==> config.mk <==
export PLATFORM = sky130hd
export DESIGN_NAME = per_cycle_peak_to_peak
export DESIGN_NICKNAME = d
export VERILOG_FILES = /design/src/rtl/core/ppk_pkg.sv /design/src/rtl/core/ppk_in_stage.sv /design/src/rtl/core/ppk_tracker.sv /design/src/rtl/core/ppk_out_stage.sv /design/src/rtl/core/per_cycle_peak_to_peak.sv
export SDC_FILE = /design/constraint.sdc
export NUM_CORES = 1
export LEC_CHECK = 0
export ABC_AREA = 0
export BUFFER_PORTS_ARGS = -buffer_cell sky130_fd_sc_hd__buf_4
export CAP_MARGIN = 10
export CORE_AREA = 2 2 173 175
export DETAILED_ROUTE_END_ITERATION = 16
export DIE_AREA = 0 0 175 177
export PLACE_DENSITY = 0.76
export SYNTH_ARGS = -nofsm -noshare
export SYNTH_HDL_FRONTEND = slang
export SYNTH_SLANG_ARGS = --single-unit
==> constraint.sdc <==
create_clock -name clk -period 11.5 [get_ports clk]
set_input_delay 1.15 -clock clk [delete_from_list [all_inputs] [get_ports clk]]
set_output_delay 1.15 -clock clk [all_outputs]
set_load 0.005 [all_outputs]
==> src/rtl/core/ppk_pkg.sv <==
`default_nettype none

package ppk_pkg;

  typedef logic signed [15:0] sample_t;
  typedef logic [47:0]        stamp_t;
  typedef logic [15:0]        pkpk_t;

  localparam sample_t SampleMax = 16'sh7FFF;
  localparam sample_t SampleMin = 16'sh8000;

  // One accepted input item.
  typedef struct packed {
    sample_t sample;
    stamp_t  sample_time;
  } item_t;

  // One measurement result.
  typedef struct packed {
    stamp_t result_time;
    pkpk_t  pk_pk_value;
    stamp_t previous_duration;
    logic   previous_duration_valid;
  } result_t;

endpackage

`default_nettype wire

==> src/rtl/core/ppk_in_stage.sv <==
`default_nettype none

module ppk_in_stage (
  input  wire             clk,
  input  wire             rst_n,
  input  wire             in_valid,
  output logic            in_stall,
  input  ppk_pkg::item_t  in_item,
  input  wire             advance,
  output logic            step,
  output ppk_pkg::item_t  item
);
  import ppk_pkg::*;

  logic  valid_r;
  item_t item_r;
  logic  load;

  assign in_stall = valid_r && !advance;
  assign load     = in_valid && !in_stall;
  assign step     = valid_r && advance;
  assign item     = item_r;

  always_ff @(posedge clk) begin
    if (!rst_n) begin
      valid_r <= 1'b0;
    end else if (load) begin
      valid_r <= 1'b1;
    end else if (advance) begin
      valid_r <= 1'b0;
    end
  end

  always_ff @(posedge clk) begin
    if (load) begin
      item_r <= in_item;
    end
  end

endmodule

`default_nettype wire

==> src/rtl/core/ppk_tracker.sv <==
`default_nettype none

module ppk_tracker (
  input  wire               clk,
  input  wire               rst_n,
  input  wire               step,
  input  ppk_pkg::item_t    item,
  input  ppk_pkg::sample_t  midpoint,
  output logic              res_valid,
  output ppk_pkg::result_t  res
);
  import ppk_pkg::*;

  sample_t running_min_r, running_min_nxt;
  stamp_t  min_time_r, min_time_nxt;
  sample_t running_max_r, running_max_nxt;
  sample_t held_max_r, held_max_nxt;
  logic    held_max_valid_r, held_max_valid_nxt;
  logic    was_low_r, was_low_nxt;
  logic    first_pending_r, first_pending_nxt;
  stamp_t  last_result_time_r, last_result_time_nxt;
  logic    have_result_r, have_result_nxt;

  logic              high;
  logic signed [16:0] diff;

  assign high = item.sample > midpoint;
  assign diff = {held_max_r[15], held_max_r} - {running_min_r[15], running_min_r};

  always_comb begin
    running_min_nxt      = running_min_r;
    min_time_nxt         = min_time_r;
    running_max_nxt      = running_max_r;
    held_max_nxt         = held_max_r;
    held_max_valid_nxt   = held_max_valid_r;
    was_low_nxt          = was_low_r;
    first_pending_nxt    = first_pending_r;
    last_result_time_nxt = last_result_time_r;
    have_result_nxt      = have_result_r;
    res_valid            = 1'b0;

    res.result_time             = min_time_r;
    res.pk_pk_value             = diff[16] ? '0 : diff[15:0];
    res.previous_duration       = have_result_r ? (min_time_r - last_result_time_r) : '0;
    res.previous_duration_valid = have_result_r;

    if (high) begin
      was_low_nxt = 1'b0;
      // A zero timestamp stands for "no minimum seen in this low phase".
      if ((min_time_r != '0) && held_max_valid_r) begin
        if (first_pending_r) begin
          first_pending_nxt = 1'b0;
        end else begin
          res_valid            = step;
          last_result_time_nxt = min_time_r;
          have_result_nxt      = 1'b1;
        end
      end
      min_time_nxt    = '0;
      running_min_nxt = SampleMax;
      if (item.sample > running_max_r) begin
        running_max_nxt = item.sample;
      end
    end else begin
      if (!was_low_r) begin
        held_max_nxt       = running_max_r;
        held_max_valid_nxt = 1'b1;
        running_max_nxt    = SampleMin;
        was_low_nxt        = 1'b1;
      end
      if (item.sample < running_min_r) begin
        running_min_nxt = item.sample;
        min_time_nxt    = item.sample_time;
      end
    end
  end

  always_ff @(posedge clk) begin
    if (!rst_n) begin
      running_min_r      <= SampleMax;
      min_time_r         <= '0;
      running_max_r      <= SampleMin;
      held_max_r         <= '0;
      held_max_valid_r   <= 1'b0;
      was_low_r          <= 1'b1;
      first_pending_r    <= 1'b1;
      last_result_time_r <= '0;
      have_result_r      <= 1'b0;
    end else if (step) begin
      running_min_r      <= running_min_nxt;
      min_time_r         <= min_time_nxt;
      running_max_r      <= running_max_nxt;
      held_max_r         <= held_max_nxt;
      held_max_valid_r   <= held_max_valid_nxt;
      was_low_r          <= was_low_nxt;
      first_pending_r    <= first_pending_nxt;
      last_result_time_r <= last_result_time_nxt;
      have_result_r      <= have_result_nxt;
    end
  end

endmodule

`default_nettype wire

==> src/rtl/core/ppk_out_stage.sv <==
`default_nettype none

module ppk_out_stage (
  input  wire               clk,
  input  wire               rst_n,
  input  wire               load,
  input  ppk_pkg::result_t  res,
  output logic              out_valid,
  input  wire               out_stall,
  output logic              slot_free,
  output ppk_pkg::result_t  out_res
);
  import ppk_pkg::*;

  logic    valid_r;
  result_t res_r;

  assign out_valid = valid_r;
  assign out_res   = res_r;
  // The slot can take a new result if it is empty or being drained now.
  assign slot_free = !valid_r || !out_stall;

  always_ff @(posedge clk) begin
    if (!rst_n) begin
      valid_r <= 1'b0;
    end else if (load) begin
      valid_r <= 1'b1;
    end else if (!out_stall) begin
      valid_r <= 1'b0;
    end
  end

  always_ff @(posedge clk) begin
    if (load) begin
      res_r <= res;
    end
  end

endmodule

`default_nettype wire

==> src/rtl/core/per_cycle_peak_to_peak.sv <==
// Per-cycle peak-to-peak measurement. Each input item is one signed 16-bit
// sample with a 48-bit timestamp. Samples strictly above the programmed
// midpoint belong to the high half of the waveform, where the running maximum
// is tracked; samples at or below it belong to the low half, where the running
// minimum and its timestamp are tracked. On re-entry into the high half a
// completed cycle yields one result item: the held maximum minus the minimum
// (floored at zero), stamped with the minimum's time, plus the distance to the
// previous result's stamp. The first completed cycle after reset yields no
// item, and a minimum recorded at timestamp zero counts as no minimum at all.
// Throughput is one item per clock while no result is stalled. An item is
// held in the input register and is folded into the tracking state as it
// leaves it, at the same edge at which its result, if any, is loaded into the
// output register. The single output register decouples the two sides:
// while a result waits under out_stall the input register can still take one
// item, and in_stall rises only when both registers are full and the result
// is stalled. The midpoint is written through cfg_wr_en / cfg_wr_data and must
// only change while the block is idle. Reset is synchronous and active low.
`default_nettype none

module per_cycle_peak_to_peak (
  input  wire                clk,
  input  wire                rst_n,
  input  wire                cfg_wr_en,
  input  ppk_pkg::sample_t   cfg_wr_data,
  input  wire                in_valid,
  output logic               in_stall,
  input  ppk_pkg::sample_t   in_sample,
  input  ppk_pkg::stamp_t    in_sample_time,
  output logic               out_valid,
  input  wire                out_stall,
  output ppk_pkg::stamp_t    out_result_time,
  output ppk_pkg::pkpk_t     out_pk_pk_value,
  output ppk_pkg::stamp_t    out_previous_duration,
  output logic               out_previous_duration_valid
);
  import ppk_pkg::*;

  sample_t midpoint_r;
  item_t   in_item;
  item_t   item;
  logic    step;
  logic    slot_free;
  logic    res_valid;
  result_t res;
  result_t out_res;

  always_ff @(posedge clk) begin
    if (!rst_n) begin
      midpoint_r <= '0;
    end else if (cfg_wr_en) begin
      midpoint_r <= cfg_wr_data;
    end
  end

  assign in_item.sample      = in_sample;
  assign in_item.sample_time = in_sample_time;

  ppk_in_stage u_in (
    .clk      (clk),
    .rst_n    (rst_n),
    .in_valid (in_valid),
    .in_stall (in_stall),
    .in_item  (in_item),
    .advance  (slot_free),
    .step     (step),
    .item     (item)
  );

  ppk_tracker u_track (
    .clk       (clk),
    .rst_n     (rst_n),
    .step      (step),
    .item      (item),
    .midpoint  (midpoint_r),
    .res_valid (res_valid),
    .res       (res)
  );

  ppk_out_stage u_out (
    .clk       (clk),
    .rst_n     (rst_n),
    .load      (res_valid),
    .res       (res),
    .out_valid (out_valid),
    .out_stall (out_stall),
    .slot_free (slot_free),
    .out_res   (out_res)
  );

  assign out_result_time             = out_res.result_time;
  assign out_pk_pk_value             = out_res.pk_pk_value;
  assign out_previous_duration       = out_res.previous_duration;
  assign out_previous_duration_valid = out_res.previous_duration_valid;

endmodule

`default_nettype wire

==> flow_metrics.env <==
export IMPL_status="completed"
export IMPL_finalSetupTns_ps=0
export IMPL_io_pins=200
export IMPL_maxCapViolations=0
export IMPL_critPathBufInv=2
export IMPL_die_area_um2=30980
export IMPL_grt_usage_pct=25.57
export IMPL_htree_levels=2
export IMPL_cts_setup_buffers=0
export IMPL_clockBufferDepth=3
export IMPL_die_y_um=177
export IMPL_drt_iter0_markers=986
export IMPL_fillers=2281
export IMPL_cts_root_buf="clkbuf_16"
export IMPL_cts_hold_fix_buffers=0
export IMPL_dr_pass1_iters=5
export IMPL_cts_resized=0
export IMPL_place_gp_congestion=0.9195
export IMPL_antenna_found_initial=2
export IMPL_grt_pass1_wl_mm=63.08
export IMPL_clk_latency_ps=510
export IMPL_powerDensity_nw_per_um2=157.1
export IMPL_finalCriticalPeriod_ps=4284
export IMPL_slowest_delay_ps=810
export IMPL_row_count=63
export IMPL_arrival_ps=4410
export IMPL_drive_gt1_share_pct=15.64
export IMPL_cts_buffers=35
export IMPL_start_util_pct=57.20
export IMPL_syn_area_um2=16730
export IMPL_clk_pin_slew_ps=60
export IMPL_finalCritPeriodShare_pct=37.25
export IMPL_endpoint_kind="flop"
export IMPL_synth_nets=1782
export IMPL_max_freq_mhz=233.4
export IMPL_hpwl_mm=29.26
export IMPL_fin_nets=1948
export IMPL_synth_seq_cells=343
export IMPL_cts_sinks=343
export IMPL_path_cells="ha_1 -> and3_1 -> nand3_1 -> nor3_1 -> o21ai_1 -> and3_2 -> mux2i_1 -> or3_4 -> inv_6 -> buf_4"
export IMPL_p_leak_nw=8.073
export IMPL_hold_class="reg -> reg"
export IMPL_rsz0062_at_grt="false"
export IMPL_multi_input_area_um2=7298
export IMPL_grt_max_degree=111
export IMPL_slew_viol_final=0
export IMPL_wire_per_inst_um=18.49
export IMPL_core_um2=29240
export IMPL_finClkSkew_ps=12.12
export IMPL_setup_viol=0
export IMPL_yosysSeqAreaShare_pct=51.64
export IMPL_syn_area_per_cell_um2=10.55
export IMPL_crit_path_max_fanout=105
export IMPL_hold_viol_final=0
export IMPL_irDropWorstVdd_mv=0.1120
export IMPL_final_util_pct=67.04
export IMPL_grt_overflow_total=0
export IMPL_via_per_inst=5.767
export IMPL_area_growth_pct=17.21
export IMPL_critical_path_class="reg -> reg"
export IMPL_vias=12510
export IMPL_ant_nets=0
export IMPL_cp_top_family="buffers and inverters"
export IMPL_numPortBuffers=199
export IMPL_maxSlewHeadroom_pct=12.46
export IMPL_tightest_slew_ps=1306
export IMPL_setup_worst_path_start_class="flop"
export IMPL_syn_inst=1585
export IMPL_die_x_um=175
export IMPL_ys_warn_count=0
export IMPL_yosys_cell_types_count=74
export IMPL_crit_slowest_cell="buf_4"
export IMPL_grt_pass1_vias=12150
export IMPL_synth_ff_type="edfxtp_1"
export IMPL_crit_required_ps=11630
export IMPL_wirelength_mm=40.10
export IMPL_async_flop_share_pct=0
export IMPL_synth_edf_count=177
export IMPL_cts_tree="done"
export IMPL_seq_area_um2=8638
export IMPL_route_detailed_drc=0
flip-flops by register name (all words and copies together) (netlist names), 16 cells and up:
name / count
midpoint_r: 16
u_in.item: 64
u_out.out_res: 113
u_track.held_max_r: 16
u_track.last_result_time_r: 48
u_track.min_time_r: 48
u_track.running_max_r: 16
u_track.running_min_r: 16
worst reg2reg max path, cell delays in order, from the launching register on:
cell and delay, ps:
edfxtp_1 470, ha_1 350, and3_1 160, nand3_1 120
nor3_1 200, o21ai_1 130, and3_2 260, mux2i_1 180
or3_4 440, inv_6 650, buf_4 840
cells by family (layout without fill, tap and decap cells):
group	count (synthesis)	after routing	synth area share, %
adders and majority gates	112	112	8.467
buffers and inverters	191	383	4.810
xor gates and xnor gates	35	35	1.833
other	0	2	0
muxes	94	94	5.655
DFF	343	343	51.64
AOI/OAI and AO/OA	332	332	14.26
and+or+nand+nor	478	478	13.34
report_power, final:
part,switching (mW),leakage (nW),internal (mW)
Combinational,0.314,4.46,0.225
Sequential,0.0336,3.03,1.32
Clock,0.455,0.587,0.728
final cells by class:
cell class,count,area share [%]
inverter,115,2.227
multi-input combinational,1051,37.22
clock inverter,12,0.9253
clock buffer,51,5.201
timing repair buffer,205,7.849
tap,390,2.489
sequential,343,44.06
antenna,2,0.02553
cell usage in the layout, fill, tap and decap left out, types with 10 or more instances in the layout:
cell / n
a22o_1: 64
nor2_1: 88
dfxtp_1: 166
nor4_1: 21
xor2_1: 16
inv_1: 113
and3_1: 17
ha_1: 110
xnor2_1: 19
edfxtp_1: 177
clkbuf_16: 38
buf_4: 205
clkbuf_1: 11
nor3_1: 31
a21oi_1: 69
o211ai_1: 20
a31oi_1: 10
o21ai_0: 32
o21a_1: 20
a21o_1: 52
nand2b_1: 21
nand4_1: 27
nand2_1: 204
nand3_1: 24
mux2i_1: 93
metal layers:
layer  global-route usage (%)  vias up  routed length, um  part of all wire (%)
li1                         -     6063                  -                     -
met2                    42.61      370              19060                    48
met4                    9.340        0               1207                   3.0
met5                        0        -                  0                     0
met1                    34.22     5994              17890                    45
met3                    3.630       82               1944                   4.8
stage by stage:
| step | hold slack [ps] | total power [mW] | instances | setup slack (ps) | area (um2) |
|---|---|---|---|---|---|
| 4_1_cts | 454.9 | 3.085 | 2167 | 7210 | 19600 |
| 2_1_floorplan | 406.4 | 1.767 | 1585 | 6786 | 16730 |
| 6_report | 451.3 | 3.081 | 2169 | 7216 | 19610 |
| 5_1_grt | 464.9 | 3.192 | 2168 | 6936 | 19600 |
| 3_5_place_dp | 440.8 | 1.913 | 2104 | 7224 | 18400 |
| 3_3_place_gp | 436.9 | 1.906 | 2104 | 7286 | 18400 |
Yosys cell counts (5+ instances only):
master    number  area share (%)
a211oi_1       7            0.31
a21o_1        52             2.3
a21oi_1       69             2.1
a22o_1        64             3.4
a31oi_1       10            0.37
and2_1         8            0.30
and3_1        18            0.67
buf_2         12            0.36
buf_4          7            0.31
clkbuf_1      50             1.1
dfxtp_1      166              20
edfxtp_1     177              32
ha_1         110             8.2
inv_1        113             2.5
mux2i_1       93             5.6
nand2_1      204             4.6
nand2b_1      21            0.79
nand3_1       24            0.72
nand4_1       27             1.0
nor2_1        88             2.0
nor2b_1       10            0.37
nor3_1        32            0.96
nor4_1        21            0.79
o211ai_1      20            0.90
o21a_1        20            0.90
o21ai_0       32            0.96
o21ai_1        5            0.15
o21bai_1       6            0.27
o311ai_0       7            0.37
or2_2          6            0.22
xnor2_1       19            0.99
xor2_1        16            0.84
worst paths after layout:
check,start,end,slack (ps),cells after the start
max reg2reg,u_in.item[58]$_DFFE_PP_,u_out.out_res[46]$_SDFFCE_PN0P_,7220,10
min reg2reg,u_in.item[27]$_DFFE_PP_,u_track.min_time_r[27]$_SDFFE_PN0P_,450,1
min,u_in.item[27]$_DFFE_PP_,u_track.min_time_r[27]$_SDFFE_PN0P_,450,1
max,u_in.item[58]$_DFFE_PP_,u_out.out_res[46]$_SDFFCE_PN0P_,7220,10
(Power assumes the default switching activity.)
